`src/sv/accel_lowpass_highpass_filter_defines.svh`:
```
// Assertion macros used by the filter module.
`ifndef ACCEL_LOWPASS_HIGHPASS_FILTER_DEFINES_SVH
`define ACCEL_LOWPASS_HIGHPASS_FILTER_DEFINES_SVH

`ifndef SYNTH
`define ALF_ASSERT(name, prop) \
  name: assert property (@(posedge clk_i) disable iff (!rst_ni) (prop)) \
    else $error("alf assertion failed");
`define ALF_ASSERT_NEXT(name, ante, cons) \
  name: assert property (@(posedge clk_i) disable iff (!rst_ni) (ante) |=> (cons)) \
    else $error("alf assertion failed");
`else
`define ALF_ASSERT(name, prop)
`define ALF_ASSERT_NEXT(name, ante, cons)
`endif

`endif

```
`src/sv/alf_pkg.sv`:
```
`default_nettype none

package alf_pkg;

  localparam int SAMPLE_BITS   = 12;
  localparam int FRACTION_BITS = 8;
  localparam int COEF_BITS     = 16;
  localparam int STATE_BITS    = SAMPLE_BITS + FRACTION_BITS;
  localparam int ROT_BITS      = SAMPLE_BITS + 1;
  localparam int DRIVE_BITS    = STATE_BITS + 1;
  localparam int DIFF_BITS     = STATE_BITS + 2;
  localparam int PROD_BITS     = COEF_BITS + 1 + DIFF_BITS;
  localparam int SUM_BITS      = PROD_BITS + 1;
  localparam int CFG_IDX_BITS  = 2;
  localparam int CFG_DATA_BITS = 16;

  localparam logic [CFG_IDX_BITS-1:0] CFG_LANDSCAPE = 2'd0;
  localparam logic [CFG_IDX_BITS-1:0] CFG_POLE_XY   = 2'd1;
  localparam logic [CFG_IDX_BITS-1:0] CFG_POLE_ZL   = 2'd2;
  localparam logic [CFG_IDX_BITS-1:0] CFG_POLE_ZH   = 2'd3;

  localparam logic [COEF_BITS-1:0] POLE_XY_RESET = 16'd63570;
  localparam logic [COEF_BITS-1:0] POLE_ZL_RESET = 16'd58982;
  localparam logic [COEF_BITS-1:0] POLE_ZH_RESET = 16'd49152;

  typedef logic signed [SAMPLE_BITS-1:0] sample_t;
  typedef logic signed [ROT_BITS-1:0]    rot_t;
  typedef logic signed [STATE_BITS-1:0]  state_t;
  typedef logic signed [DRIVE_BITS-1:0]  drive_t;
  typedef logic [COEF_BITS-1:0]          coef_t;

  typedef struct packed {
    logic  landscape;
    coef_t pole_xy;
    coef_t pole_zl;
    coef_t pole_zh;
  } cfg_t;

  typedef struct packed {
    logic   issue;
    coef_t  pole;
    state_t prev;
    drive_t drive;
  } mac_req_t;

endpackage

`default_nettype wire

```
`src/sv/alf_in_if.sv`:
```
`default_nettype none

interface alf_in_if;
  logic             valid;
  logic             ready;
  alf_pkg::sample_t raw_x;
  alf_pkg::sample_t raw_y;
  alf_pkg::sample_t raw_z;

  modport source (output valid, output raw_x, output raw_y, output raw_z, input ready);
  modport sink (input valid, input raw_x, input raw_y, input raw_z, output ready);
endinterface

`default_nettype wire

```
`src/sv/alf_out_if.sv`:
```
`default_nettype none

interface alf_out_if;
  logic            valid;
  logic            ready;
  alf_pkg::state_t x_filtered;
  alf_pkg::state_t y_filtered;
  alf_pkg::state_t z_lowpassed;
  alf_pkg::state_t z_highpassed;

  modport source (
    output valid, output x_filtered, output y_filtered,
    output z_lowpassed, output z_highpassed, input ready
  );
  modport sink (
    input valid, input x_filtered, input y_filtered,
    input z_lowpassed, input z_highpassed, output ready
  );
endinterface

`default_nettype wire

```
`src/sv/alf_cfg.sv`:
```
`default_nettype none

module alf_cfg (
  input  logic                                  clk_i,
  input  logic                                  rst_ni,
  input  logic                                  cfg_we_i,
  input  logic [alf_pkg::CFG_IDX_BITS-1:0]      cfg_idx_i,
  input  logic [alf_pkg::CFG_DATA_BITS-1:0]     cfg_data_i,
  output alf_pkg::cfg_t                         cfg_o
);

  alf_pkg::cfg_t cfg_q;

  always_ff @(posedge clk_i or negedge rst_ni) begin
    if (!rst_ni) begin
      cfg_q.landscape <= 1'b1;
      cfg_q.pole_xy   <= alf_pkg::POLE_XY_RESET;
      cfg_q.pole_zl   <= alf_pkg::POLE_ZL_RESET;
      cfg_q.pole_zh   <= alf_pkg::POLE_ZH_RESET;
    end else if (cfg_we_i) begin
      unique case (cfg_idx_i)
        alf_pkg::CFG_LANDSCAPE: cfg_q.landscape <= cfg_data_i[0];
        alf_pkg::CFG_POLE_XY:   cfg_q.pole_xy   <= cfg_data_i[alf_pkg::COEF_BITS-1:0];
        alf_pkg::CFG_POLE_ZL:   cfg_q.pole_zl   <= cfg_data_i[alf_pkg::COEF_BITS-1:0];
        alf_pkg::CFG_POLE_ZH:   cfg_q.pole_zh   <= cfg_data_i[alf_pkg::COEF_BITS-1:0];
        default: ;
      endcase
    end
  end

  assign cfg_o = cfg_q;

endmodule

`default_nettype wire

```
`src/sv/alf_mac.sv`:
```
`default_nettype none

module alf_mac (
  input  logic              clk_i,
  input  alf_pkg::mac_req_t req_i,
  output alf_pkg::state_t   result_o
);

  localparam int SHIFT_BITS = alf_pkg::SUM_BITS - alf_pkg::COEF_BITS;
  localparam logic signed [alf_pkg::SUM_BITS-1:0] RoundHalf =
    {{SHIFT_BITS{1'b0}}, 1'b1, {(alf_pkg::COEF_BITS-1){1'b0}}};

  logic signed [alf_pkg::DIFF_BITS-1:0]  diff;
  logic signed [alf_pkg::COEF_BITS:0]    pole_s;
  logic signed [alf_pkg::PROD_BITS-1:0]  prod_d;
  logic signed [alf_pkg::PROD_BITS-1:0]  prod_q;
  alf_pkg::drive_t                       drive_q;
  logic signed [alf_pkg::SUM_BITS-1:0]   sum;
  logic signed [SHIFT_BITS-1:0]          shifted;
  logic                                  overflow;

  // The section sum is rewritten as drive * ONE + pole * (prev - drive).
  assign diff   = alf_pkg::DIFF_BITS'($signed(req_i.prev)) -
                  alf_pkg::DIFF_BITS'($signed(req_i.drive));
  assign pole_s = $signed({1'b0, req_i.pole});
  assign prod_d = alf_pkg::PROD_BITS'(pole_s) * alf_pkg::PROD_BITS'(diff);

  always_ff @(posedge clk_i) begin
    if (req_i.issue) begin
      prod_q  <= prod_d;
      drive_q <= req_i.drive;
    end
  end

  assign sum = alf_pkg::SUM_BITS'(prod_q) +
               (alf_pkg::SUM_BITS'(drive_q) <<< alf_pkg::COEF_BITS) + RoundHalf;
  assign shifted  = sum[alf_pkg::SUM_BITS-1:alf_pkg::COEF_BITS];
  assign overflow = !((&shifted[SHIFT_BITS-1:alf_pkg::STATE_BITS-1]) ||
                      !(|shifted[SHIFT_BITS-1:alf_pkg::STATE_BITS-1]));

  always_comb begin
    if (!overflow) begin
      result_o = shifted[alf_pkg::STATE_BITS-1:0];
    end else if (shifted[SHIFT_BITS-1]) begin
      result_o = {1'b1, {(alf_pkg::STATE_BITS-1){1'b0}}};
    end else begin
      result_o = {1'b0, {(alf_pkg::STATE_BITS-1){1'b1}}};
    end
  end

endmodule

`default_nettype wire

```
`src/sv/accel_lowpass_highpass_filter.sv`:
```
// Three-axis accelerometer filter: X and Y lowpass, Z lowpass then highpass.
// An item on the sample_i channel carries one signed sample per axis; it is
// accepted at a rising edge with valid and ready both high. In landscape mode
// the axes are rotated before filtering.
// The four filter sections run one after another through a single shared
// multiplier with a product register, so an item passes in order through the
// steps X, Y, Zl, ZlRet, Zh and Out after acceptance. Its result is valid on
// result_o once step Out loads it into the output register; sample_i.ready
// is low from acceptance until then, so the block takes no new item until it
// is through with the last one. The multiplier and the dependency of the Z
// highpass on the fresh Z lowpass value set this.
// The output register holds one finished item; if the receiver stalls while
// it is still full, the block waits in its last step with the item's last
// section pending and loads it once the register frees.
// Configuration writes take effect at once; the user makes them while idle,
// which the block does not enforce. Reset clears all filter state to zero,
// empties the output register and restores default poles and landscape mode.
`default_nettype none

`include "accel_lowpass_highpass_filter_defines.svh"

module accel_lowpass_highpass_filter (
  input  logic                              clk_i,
  input  logic                              rst_ni,
  input  logic                              cfg_we_i,
  input  logic [alf_pkg::CFG_IDX_BITS-1:0]  cfg_idx_i,
  input  logic [alf_pkg::CFG_DATA_BITS-1:0] cfg_data_i,
  alf_in_if.sink                            sample_i,
  alf_out_if.source                         result_o
);

  localparam int STEP_BITS = 3;
  localparam logic [STEP_BITS-1:0] StepX     = 3'd0;
  localparam logic [STEP_BITS-1:0] StepY     = 3'd1;
  localparam logic [STEP_BITS-1:0] StepZl    = 3'd2;
  localparam logic [STEP_BITS-1:0] StepZlRet = 3'd3;
  localparam logic [STEP_BITS-1:0] StepZh    = 3'd4;
  localparam logic [STEP_BITS-1:0] StepOut   = 3'd5;

  alf_pkg::cfg_t     cfg;
  alf_pkg::mac_req_t mac_req;
  alf_pkg::state_t   mac_res;

  logic                 busy_q;
  logic [STEP_BITS-1:0] step_q;
  logic                 accept;
  logic                 finish;
  logic                 out_valid_q;
  logic                 out_valid_d;

  alf_pkg::rot_t    ax_q;
  alf_pkg::rot_t    ay_q;
  alf_pkg::sample_t az_q;
  alf_pkg::state_t  x_acc_q;
  alf_pkg::state_t  y_acc_q;
  alf_pkg::state_t  zl_acc_q;
  alf_pkg::state_t  zh_acc_q;
  alf_pkg::state_t  zl_old_q;
  alf_pkg::state_t  out_x_q;
  alf_pkg::state_t  out_y_q;
  alf_pkg::state_t  out_zl_q;
  alf_pkg::state_t  out_zh_q;

  alf_cfg u_cfg (
    .clk_i      (clk_i),
    .rst_ni     (rst_ni),
    .cfg_we_i   (cfg_we_i),
    .cfg_idx_i  (cfg_idx_i),
    .cfg_data_i (cfg_data_i),
    .cfg_o      (cfg)
  );

  alf_mac u_mac (
    .clk_i    (clk_i),
    .req_i    (mac_req),
    .result_o (mac_res)
  );

  assign sample_i.ready = !busy_q;
  assign accept = sample_i.valid && !busy_q;
  assign finish = busy_q && (step_q == StepOut) && (!out_valid_q || result_o.ready);

  always_comb begin
    mac_req.issue = 1'b0;
    mac_req.pole  = '0;
    mac_req.prev  = '0;
    mac_req.drive = '0;
    if (busy_q) begin
      unique case (step_q)
        StepX: begin
          mac_req.issue = 1'b1;
          mac_req.pole  = cfg.pole_xy;
          mac_req.prev  = x_acc_q;
          mac_req.drive = alf_pkg::DRIVE_BITS'(ax_q) <<< alf_pkg::FRACTION_BITS;
        end
        StepY: begin
          mac_req.issue = 1'b1;
          mac_req.pole  = cfg.pole_xy;
          mac_req.prev  = y_acc_q;
          mac_req.drive = alf_pkg::DRIVE_BITS'(ay_q) <<< alf_pkg::FRACTION_BITS;
        end
        StepZl: begin
          mac_req.issue = 1'b1;
          mac_req.pole  = cfg.pole_zl;
          mac_req.prev  = zl_acc_q;
          mac_req.drive = alf_pkg::DRIVE_BITS'(az_q) <<< alf_pkg::FRACTION_BITS;
        end
        StepZh: begin
          mac_req.issue = 1'b1;
          mac_req.pole  = cfg.pole_zh;
          mac_req.prev  = zh_acc_q;
          mac_req.drive = alf_pkg::DRIVE_BITS'(zl_acc_q) -
                          alf_pkg::DRIVE_BITS'(zl_old_q);
        end
        default: ;
      endcase
    end
  end

  always_ff @(posedge clk_i or negedge rst_ni) begin
    if (!rst_ni) begin
      busy_q   <= 1'b0;
      step_q   <= StepX;
      x_acc_q  <= '0;
      y_acc_q  <= '0;
      zl_acc_q <= '0;
      zh_acc_q <= '0;
    end else if (accept) begin
      busy_q <= 1'b1;
      step_q <= StepX;
    end else if (busy_q) begin
      if (step_q == StepOut) begin
        if (finish) begin
          busy_q   <= 1'b0;
          zh_acc_q <= mac_res;
        end
      end else begin
        step_q <= step_q + STEP_BITS'(1);
        if (step_q == StepY) begin
          x_acc_q <= mac_res;
        end
        if (step_q == StepZl) begin
          y_acc_q <= mac_res;
        end
        if (step_q == StepZlRet) begin
          zl_acc_q <= mac_res;
        end
      end
    end
  end

  always_ff @(posedge clk_i) begin
    if (accept) begin
      if (cfg.landscape) begin
        ax_q <= -alf_pkg::ROT_BITS'(sample_i.raw_y);
        ay_q <= alf_pkg::ROT_BITS'(sample_i.raw_x);
      end else begin
        ax_q <= alf_pkg::ROT_BITS'(sample_i.raw_x);
        ay_q <= alf_pkg::ROT_BITS'(sample_i.raw_y);
      end
      az_q <= sample_i.raw_z;
    end
    if (busy_q && (step_q == StepZlRet)) begin
      zl_old_q <= zl_acc_q;
    end
    if (finish) begin
      out_x_q  <= x_acc_q;
      out_y_q  <= y_acc_q;
      out_zl_q <= zl_acc_q;
      out_zh_q <= mac_res;
    end
  end

  always_comb begin
    out_valid_d = out_valid_q;
    if (finish) begin
      out_valid_d = 1'b1;
    end else if (result_o.ready) begin
      out_valid_d = 1'b0;
    end
  end

  always_ff @(posedge clk_i or negedge rst_ni) begin
    if (!rst_ni) begin
      out_valid_q <= 1'b0;
    end else begin
      out_valid_q <= out_valid_d;
    end
  end

  assign result_o.valid        = out_valid_q;
  assign result_o.x_filtered   = out_x_q;
  assign result_o.y_filtered   = out_y_q;
  assign result_o.z_lowpassed  = out_zl_q;
  assign result_o.z_highpassed = out_zh_q;

  `ALF_ASSERT_NEXT(a_accept_starts, accept, busy_q && (step_q == StepX))
  `ALF_ASSERT_NEXT(a_step_advances, busy_q && (step_q != StepOut),
                   busy_q && (step_q == $past(step_q) + STEP_BITS'(1)))
  `ALF_ASSERT(a_result_from_last_step,
              $rose(out_valid_q) |-> ($past(busy_q) && ($past(step_q) == StepOut)))
  `ALF_ASSERT(a_no_issue_when_idle, mac_req.issue |-> busy_q)

endmodule

`default_nettype wire
```
`src/flat_wrapper.sv`:
```
// flat-port wrapper written by rule: the top's interface ports become plain ports
module accel_lowpass_highpass_filter_flat 
  (clk_i, rst_ni, cfg_we_i, cfg_idx_i, cfg_data_i, sample_i_valid, sample_i_raw_x, sample_i_raw_y, sample_i_raw_z, sample_i_ready, result_o_valid, result_o_x_filtered, result_o_y_filtered, result_o_z_lowpassed, result_o_z_highpassed, result_o_ready);
  alf_in_if sample_i_i ();
  alf_out_if result_o_i ();
  input  logic clk_i;
  input  logic rst_ni;
  input  logic cfg_we_i;
  input  logic [alf_pkg::CFG_IDX_BITS-1:0] cfg_idx_i;
  input  logic [alf_pkg::CFG_DATA_BITS-1:0] cfg_data_i;
  input wire logic [$bits(sample_i_i.valid)-1:0] sample_i_valid;
  input wire logic [$bits(sample_i_i.raw_x)-1:0] sample_i_raw_x;
  input wire logic [$bits(sample_i_i.raw_y)-1:0] sample_i_raw_y;
  input wire logic [$bits(sample_i_i.raw_z)-1:0] sample_i_raw_z;
  output wire logic [$bits(sample_i_i.ready)-1:0] sample_i_ready;
  output wire logic [$bits(result_o_i.valid)-1:0] result_o_valid;
  output wire logic [$bits(result_o_i.x_filtered)-1:0] result_o_x_filtered;
  output wire logic [$bits(result_o_i.y_filtered)-1:0] result_o_y_filtered;
  output wire logic [$bits(result_o_i.z_lowpassed)-1:0] result_o_z_lowpassed;
  output wire logic [$bits(result_o_i.z_highpassed)-1:0] result_o_z_highpassed;
  input wire logic [$bits(result_o_i.ready)-1:0] result_o_ready;
  assign sample_i_i.valid = sample_i_valid;
  assign sample_i_i.raw_x = sample_i_raw_x;
  assign sample_i_i.raw_y = sample_i_raw_y;
  assign sample_i_i.raw_z = sample_i_raw_z;
  assign sample_i_ready = sample_i_i.ready;
  assign result_o_valid = result_o_i.valid;
  assign result_o_x_filtered = result_o_i.x_filtered;
  assign result_o_y_filtered = result_o_i.y_filtered;
  assign result_o_z_lowpassed = result_o_i.z_lowpassed;
  assign result_o_z_highpassed = result_o_i.z_highpassed;
  assign result_o_i.ready = result_o_ready;
  accel_lowpass_highpass_filter u_core (.clk_i(clk_i), .rst_ni(rst_ni), .cfg_we_i(cfg_we_i), .cfg_idx_i(cfg_idx_i), .cfg_data_i(cfg_data_i), .sample_i(sample_i_i), .result_o(result_o_i));
endmodule
```
`config.mk`:
```
export PLATFORM = sky130hd
export DESIGN_NAME = accel_lowpass_highpass_filter_flat
export DESIGN_NICKNAME = d
export VERILOG_FILES = /design/src/sv/alf_pkg.sv /design/src/sv/alf_in_if.sv /design/src/sv/alf_out_if.sv /design/src/sv/alf_cfg.sv /design/src/sv/alf_mac.sv /design/src/sv/accel_lowpass_highpass_filter.sv /design/src/flat_wrapper.sv
export VERILOG_INCLUDE_DIRS = /design/src /design/src/sv
export SDC_FILE = /design/constraint.sdc
export NUM_CORES = 1
export LEC_CHECK = 0
export ABC_AREA = 1
export BUFFER_PORTS_ARGS = -buffer_cell sky130_fd_sc_hd__buf_2
export CORE_UTILIZATION = 35
export DETAILED_ROUTE_END_ITERATION = 10
export GPL_TIMING_DRIVEN = 0
export PLACE_DENSITY = 0.6
export SLEW_MARGIN = 30
export SYNTH_ARGS = -nofsm -noshare
export SYNTH_HDL_FRONTEND = slang
export SYNTH_SLANG_ARGS = --single-unit
```
`constraint.sdc`:
```
create_clock -name clk_i -period 10.4 [get_ports clk_i]
set_clock_uncertainty 0.15 [all_clocks]
set_input_delay 0.52 -clock clk_i [delete_from_list [all_inputs] [get_ports clk_i]]
set_output_delay 0.52 -clock clk_i [all_outputs]
set_load 0.005 [all_outputs]
```
==> impl_metrics.sql, run 1 <==
INSERT INTO impl_metrics (metric_group, metric, value, unit) VALUES
('sta', 'timing.fmax', '0.100', 'GHz'),
('final_layout', 'fill_cells', '8651', ''),
('setup_path', 'crit_path_slowest_cell', 'clkbuf_1', ''),
('drt', 'detail_route.wl_per_cell', '18.3', 'um'),
('synth', 'synth.lib_cells_used.distinct', '55', ''),
('place', 'dp_hpwl', '72300', 'um'),
('global_route', 'initial_antenna_violation_count', '2', ''),
('synth', 'dominant_cell_by_count_in_the_synthesized_netlist', 'nand2_1', ''),
('worst_hold_path', 'holdCritPathClass', 'in2reg', ''),
('synth', 'netlist_top_cells_count', 'nand2_1 (827), inv_1 (686), fa_1 (345), nor2_1 (295), edfxtp_1 (182)', ''),
('clock_tree', 'clock_tree_from_tritoncts', 'yes', ''),
('global_route', 'grt_overflow', '0', ''),
('drt', 'first_pass_iters', '6', ''),
('sta', 'worst_slew_pin_slew', '0.976', 'ns'),
('clock_tree', 'clock_sinks', '316', ''),
('drt', 'detail_route.drc_violations', '0', ''),
('die', 'fp.coreArea', '83800', 'sq um'),
('sta', 'final.period_utilization', '0.959', ''),
('synth', 'synth_largest_area_cell', 'fa_1', ''),
('sta', 'relSlewSlack', '0.347', ''),
('synth', 'postSynthAreaPerCell', '8.57', 'sq um'),
('final_layout', 'layout_cells_sized_above_1', '0.113', ''),
('die', 'die-width', '293', 'um'),
('setup_path', 'arrival_time_reported_for_the_critical_path_endpoint', '10.10', 'ns'),
('sta', 'fin_crit', '9.97', 'ns'),
('final_layout', 'ff_latch_area', '8840', 'sq um'),
('drt', 'dr.first_iter.drc_count', '1961', ''),
('final_layout', 'synthToLayoutAreaGrowth', '12.3', '%'),
('synth', 'postSynth.asyncResetShare', '0.424', ''),
('drt', 'ant_nets', '0', ''),
('sta', 'total_count_of_max_transition_violations_in_the_final_report', '0', ''),
('synth', 'synthFlopType', 'edfxtp_1', ''),
('drt', 'vias_per_cell', '4.88', ''),
('setup_path', 'critPathMaxStageDelay', '0.55', 'ns'),
('setup_path', 'crit_path_max_fanout', '10', ''),
('drt', 'wl', '88200', 'um'),
('setup_path', 'critPathCaptureType', 'flip-flop', ''),
('clock_tree', 'clk_path_buf_depth', '3', ''),
('setup_path', 'cp.required', '10.53', 'ns'),
('global_route', 'grt_start_max_net_pins', '82', ''),
('place', 'port_buffers', '140', ''),
('setup_path', 'critical_path.startpoint_type', 'flip-flop', ''),
('die', 'floorplan.initialDensity', '0.354', ''),
('final_layout', 'largest_register_ffs', '49', ''),
('setup_path', 'setup_crit_path_kind', 'reg2reg', ''),
('sta', 'hold_ws', '0.0214', 'ns'),
('place', 'gpl.final_weighted_congestion', '0.939', ''),
('final_layout', 'combined_area_of_the_multi_input_logic_cells', '18000', 'sq um'),
('clock_tree', 'htree_num_levels', '2', ''),
('clock_tree', 'cts_root_buf', 'clkbuf_16', ''),
('die', 'die_height', '293', 'um'),
('global_route', 'wire_length_of_the_first_global_routing_pass', '138000', 'um'),
('synth', 'synth_area_leaders', 'fa_1 (23%), edfxtp_1 (18%), nand2_1 (10%)', ''),
('drt', 'routed-via-count', '23500', ''),
('die', 'die-area', '86000', 'sq um'),
('global_route', 'via_count_of_the_first_global_routing_pass', '23600', ''),
('clock_tree', 'cts_made_buffers', '34', ''),
('die', 'placement_rows', '106', ''),
('synth', 'synth-seq-cells', '316', ''),
('final_layout', 'count_of_inserted_antenna_diode_cells', '0', ''),
('synth', 'ys_seq_area_frac', '0.298', ''),
('run_status', 'run_status', 'finished clean', ''),
('synth', 'ys_warn_count', '0', ''),
('synth', 'edff_count_synth', '182', ''),
('die', 'io-pin-count', '141', ''),
('synth', 'synth_cells', '3465', ''),
('synth', 'net_count_synth', '4035', ''),
('sta', 'setup_viol', '0', ''),
('clock_tree', 'clk-insertion-delay-late', '0.55', 'ns'),
('sta', 'hold_viol_final', '0', ''),
('setup_path', 'critPathMostFrequentCell', 'inv_1', ''),
('synth', 'yosysTopAreaCellShare', '0.233', ''),
('final_layout', 'nets', '4224', ''),
('run', 'cap_viol_max_count', '0', ''),
('global_route', 'track_usage', '0.208', ''),
('synth', 'synth.cell_area', '29700', 'sq um'),
('clock_tree', 'clkSlewWorstSetupHoldPaths', '0.06', 'ns');
==> final timing paths <==
check	slack, ns	end	startpoint	cells past startpoint
max	0.43	u_core.u_mac.prod_q[30]	u_core.step_q[0]	39
max in group asynchronous	8.95	u_core.y_acc_q[5]	rst_ni	3
min reg2reg	0.33	u_core.zh_acc_q[15]	u_core.zh_acc_q[15]	2
min in group asynchronous	0.35	u_core.busy_q	rst_ni	2
min	0.02	u_core.az_q[3]	sample_i_raw_z[3]	1
max reg2reg	0.43	u_core.u_mac.prod_q[30]	u_core.step_q[0]	39
==> layout make-up <==
type	instances	share of cell area
buffer	89	0.0131
inverter	704	0.0795
tap	1134	0.0426
sequential	316	0.265
timing repair buffer	156	0.0274
multi-input combinational	2353	0.539
clock buffer	51	0.0302
clock inverter	10	0.00251
==> cell families (layout without fill, tap and decap cells) <==
logic type,after synthesis,count (layout),synth area share
simple gates,1387,1387,0.197
buf+inv,796,1010,0.103
flops,316,316,0.298
xor+xnor,71,71,0.0212
compound gates,384,384,0.0784
fa+ha+maj,511,511,0.303
==> routing by layer <==
layer / share of wire / GRT usage / vias to the layer above / routed length, um
met5: 0.00015 / 0 / - / 13
met4: 0.025 / 0.0506 / 2 / 2250
met3: 0.065 / 0.0287 / 121 / 5760
met2: 0.46 / 0.338 / 719 / 40600
met1: 0.45 / 0.294 / 11500 / 39500
li1: - / - / 11100 / -
==> through the flow <==
step / setup WS [ns] / setup TNS (ns) / instance area [sq um] / instances / util
after global placement: -1.71 / -27.03 / 31800 / 4739 / 0.380
after CTS: 0.00291 / 0 / 33100 / 4804 / 0.395
after global routing: -0.0106 / -0.0106 / 33300 / 4813 / 0.398
after floorplan: 0.892 / 0 / 29700 / 3465 / -
final: 0.427 / 0 / 33300 / 4813 / 0.398
after detailed placement: -0.498 / -1.79 / 32000 / 4743 / 0.381
==> repair_timing <==
item | in CTS | in global routing
gates cloned | 0 | 0
hold buffers | 1 | 0
buffers inserted | 1 | 10
hold endpoints to repair | 33 | 0
setup endpoints to repair | 10 | 22
gates resized for setup | 8 | 48
pin swaps | 0 | 7
==> cell usage in the layout, fill, tap and decap left out, types with 5 or more instances in the layout <==
master,instances
xnor2_1,18
or2_1,18
edfxtp_1,182
dfrtp_1,114
nand4_1,23
a21o_1,15
a21oi_1,109
nor2_1,292
nand2_4,23
a31oi_1,17
a221oi_1,11
nand2_1,823
ha_1,165
buf_2,168
inv_2,16
o21bai_1,12
buf_4,13
fa_1,339
inv_1,683
clkbuf_2,8
fa_2,6
clkbuf_1,52
a221oi_2,9
nor3_1,13
or2_2,32
dfstp_2,20
xor2_1,48
clkbuf_16,36
nor4_1,7
a22o_1,41
nor2_2,18
clkbuf_8,5
nand3_1,110
nand2_2,15
o21ai_0,133
==> worst max-delay path: cells and delay by family (launching register included) <==
| kind | cells | cell delay [ns] |
|---|---|---|
| adder cells (fa/ha/maj) | 9 | 3.99 |
| AO/OA/AOI/OAI | 10 | 2.09 |
| buffers and inverters | 12 | 1.97 |
| AND/OR/NAND/NOR | 8 | 1.09 |
| flip-flops | 1 | 0.42 |
Power of run 1 is left out: the tool's default activity adds up to more than one toggle a clock period on the data nets, which glitch-free logic cannot reach.
==> inputs of run 2 (changes only) <==
--- a/config.mk
+++ b/config.mk
@@ -8,6 +8,7 @@
 export LEC_CHECK = 0
 export ABC_AREA = 1
 export BUFFER_PORTS_ARGS = -buffer_cell sky130_fd_sc_hd__buf_2
+export CORE_ASPECT_RATIO = 0.9
 export CORE_UTILIZATION = 35
 export DETAILED_ROUTE_END_ITERATION = 10
 export GPL_TIMING_DRIVEN = 0
==> run 2 against run 1 <==
Against the previous run:
- register-to-register slack gained 0.07 ns
- count of clock-buffer cells in the layout shrank 7
- critical path depth grew 1
- via count grew 1.4%
- worst hold slack gained 0.0023 ns
- sequential share of layout area shrank 0.074 points
- final cell count shrank 0.19%
- first-iteration DRC count shrank 1.2%
- largest cell class unchanged
- highest routed layer is now met4
==> impl_metrics.sql, run 2 (synthesis gave the netlist of run 1 again) <==
INSERT INTO impl_metrics (metric_group, metric, value, unit) VALUES
('run_status', 'run_status', 'finished clean', ''),
('final_layout', 'mostFrequentLayoutCells', 'nand2_1 (821), inv_1 (683), fa_1 (340)', ''),
('final_layout', 'mostFrequentLayoutCell', 'nand2_1', ''),
('drt', 'detail_route.drc_violations', '0', ''),
('drt', 'dr.first_iter.drc_count', '1937', ''),
('final_layout', 'nets', '4225', ''),
('die', 'io-pin-count', '141', ''),
('setup_path', 'crit_path_max_fanout', '10', ''),
('setup_path', 'crit_path_slowest_cell', 'xor2_1', ''),
('worst_hold_path', 'timing.hold.worst_path_depth', '1', ''),
('setup_path', 'arrival_time_reported_for_the_critical_path_endpoint', '10.05', 'ns'),
('die', 'die-area', '86000', 'sq um'),
('setup_path', 'cp.required', '10.54', 'ns'),
('final_layout', 'synthToLayoutAreaGrowth', '12.6', '%'),
('global_route', 'initial_antenna_violation_count', '3', ''),
('die', 'floorplan.initialDensity', '0.356', ''),
('worst_hold_path', 'holdCritPathClass', 'in2reg', ''),
('setup_path', 'critical_path.startpoint_type', 'flip-flop', ''),
('final_layout', 'postLayoutCellArea', '33400', 'sq um'),
('global_route', 'track_usage', '0.208', ''),
('worst_hold_path', 'hold_path_end', 'u_core.az_q[6]', ''),
('clock_tree', 'clk_path_buf_depth', '3', ''),
('sta', 'setup_viol', '0', ''),
('drt', 'routed-via-count', '23800', ''),
('final_layout', 'number_of_standard_cells_in_the_final_layout_excluding_fillers', '4804', ''),
('sta', 'fin_setup_tns', '0', 'ns'),
('clock_tree', 'clkSlewWorstSetupHoldPaths', '0.07', 'ns'),
('setup_path', 'reg2reg_path_depth', '40', ''),
('place', 'detailed_place.area', '31900', 'sq um'),
('clock_tree', 'htree_num_levels', '2', ''),
('die', 'die-width', '309', 'um'),
('clock_tree', 'clk-insertion-delay-late', '0.56', 'ns'),
('die', 'die_height', '278', 'um'),
('global_route', 'via_count_of_the_first_global_routing_pass', '23200', ''),
('sta', 'timing.fmax', '0.101', 'GHz'),
('drt', 'wl', '89000', 'um'),
('place', 'gpl.final_weighted_congestion', '0.957', ''),
('clock_tree', 'clock_tree_from_tritoncts', 'yes', ''),
('drt', 'vias_per_cell', '4.95', ''),
('clock_tree', 'cts_made_buffers', '34', ''),
('sta', 'total_count_of_max_transition_violations_in_the_final_report', '0', ''),
('global_route', 'grt_overflow', '0', ''),
('drt', 'ant_nets', '0', ''),
('setup_path', 'critPathMaxStageDelay', '0.68', 'ns'),
('sta', 'relSlewSlack', '0.316', ''),
('sta', 'hold_ws', '0.0237', 'ns'),
('setup_path', 'r2r_start', 'u_core.zl_acc_q[0]', ''),
('sta', 'hold_viol_final', '0', ''),
('place', 'placed_cells_incl_taps', '4731', ''),
('sta', 'worst_slew_pin_slew', '1.02', 'ns'),
('place', 'dp_hpwl', '73600', 'um'),
('sta', 'fin_crit', '9.91', 'ns'),
('clock_tree', 'cts_root_buf', 'clkbuf_16', ''),
('setup_path', 'setup_crit_path_kind', 'reg2reg', ''),
('global_route', 'wire_length_of_the_first_global_routing_pass', '137000', 'um'),
('global_route', 'grt_start_max_net_pins', '74', ''),
('run', 'cap_viol_max_count', '0', ''),
('die', 'placement_rows', '100', ''),
('setup_path', 'critPathCaptureType', 'flip-flop', ''),
('setup_path', 'r2r-end', 'u_core.u_mac.prod_q[36]', ''),
('clock_tree', 'clock_sinks', '316', ''),
('final_layout', 'fill_cells', '8489', ''),
('die', 'fp.coreArea', '83300', 'sq um'),
('drt', 'detail_route.wl_per_cell', '18.5', 'um'),
('worst_hold_path', 'min_from', 'sample_i_raw_z[6]', ''),
('place', 'port_buffers', '140', ''),
('final_layout', 'largest_register_ffs', '49', ''),
('sta', 'final.period_utilization', '0.953', ''),
('drt', 'first_pass_iters', '8', ''),
('setup_path', 'r2r_setup_slack', '0.49', 'ns'),
('final_layout', 'layout_cells_sized_above_1', '0.112', ''),
('setup_path', 'critPathMostFrequentCell', 'inv_1', '');
-- run 2: changes by cell type in the layout (fill, tap and decap cells not counted), sizes merged, moves of 4 or more --
cell,before,now
clkbuf,103,91
clkinv,7,11
buf,192,188
bufinv,0,4
dlygate4sd3,1,11
-- run 2: worst max path at each step --
stage                       startpoint                       to  slack [ns]
detailed placement    u_core.step_q[0]  u_core.u_mac.prod_q[38]       -0.36
global route        u_core.zl_acc_q[3]  u_core.u_mac.prod_q[25]     -0.0002
global placement      u_core.step_q[0]  u_core.u_mac.prod_q[38]       -1.67
floorplan             u_core.step_q[0]  u_core.u_mac.prod_q[36]        0.89
finish              u_core.zl_acc_q[0]  u_core.u_mac.prod_q[36]        0.49
CTS                   u_core.step_q[0]  u_core.u_mac.prod_q[38]        0.01
-- run 2: final cells by class --
type                       instances  area [sq um]  area share
antenna                            1          2.50   0.0000749
buffer                            85           427      0.0128
clock buffer                      44           950      0.0284
sequential                       316          8840       0.265
tap                             1122          1400      0.0420
inverter                         704          2650      0.0792
clock inverter                    18           218     0.00651
multi-input combinational       2353         18000       0.538
timing repair buffer             161           961      0.0287
-- run 2: per-stage QoR --
stage,worst slack (ns),util
4_1_cts,0.0146,0.399
2_1_floorplan,0.892,-
6_report,0.494,0.401
3_3_place_gp,-1.67,0.382
3_5_place_dp,-0.356,0.383
5_1_grt,-0.000160,0.401
-- run 2: repair_timing --
| action | 4_1_cts | 5_1_grt |
|---|---|---|
| pin swaps | 0 | 2 |
| endpoints found under the hold margin | 51 | 0 |
| hold buffers | 11 | 0 |
| buffers inserted | 0 | 6 |
| gates resized for setup | 7 | 57 |
| setup endpoints to repair | 20 | 24 |
-- run 2: metal layers --
layer	GRT usage	part of all wire	up-vias
met2	0.312	0.44	835
met3	0.0331	0.079	114
met5	0	0	-
met1	0.313	0.46	11700
li1	-	-	11100
met4	0.0453	0.021	0
-- run 2: critical path: cells and delay by family (launching register included) --
family | cells | cell delay, ns
fa+ha+maj | 10 | 4.23
buf+inv | 9 | 1.06
xor+xnor | 1 | 0.68
flops | 1 | 0.43
compound gates | 4 | 0.72
simple gates | 16 | 2.33
Power of run 2 is left out for the same reason.
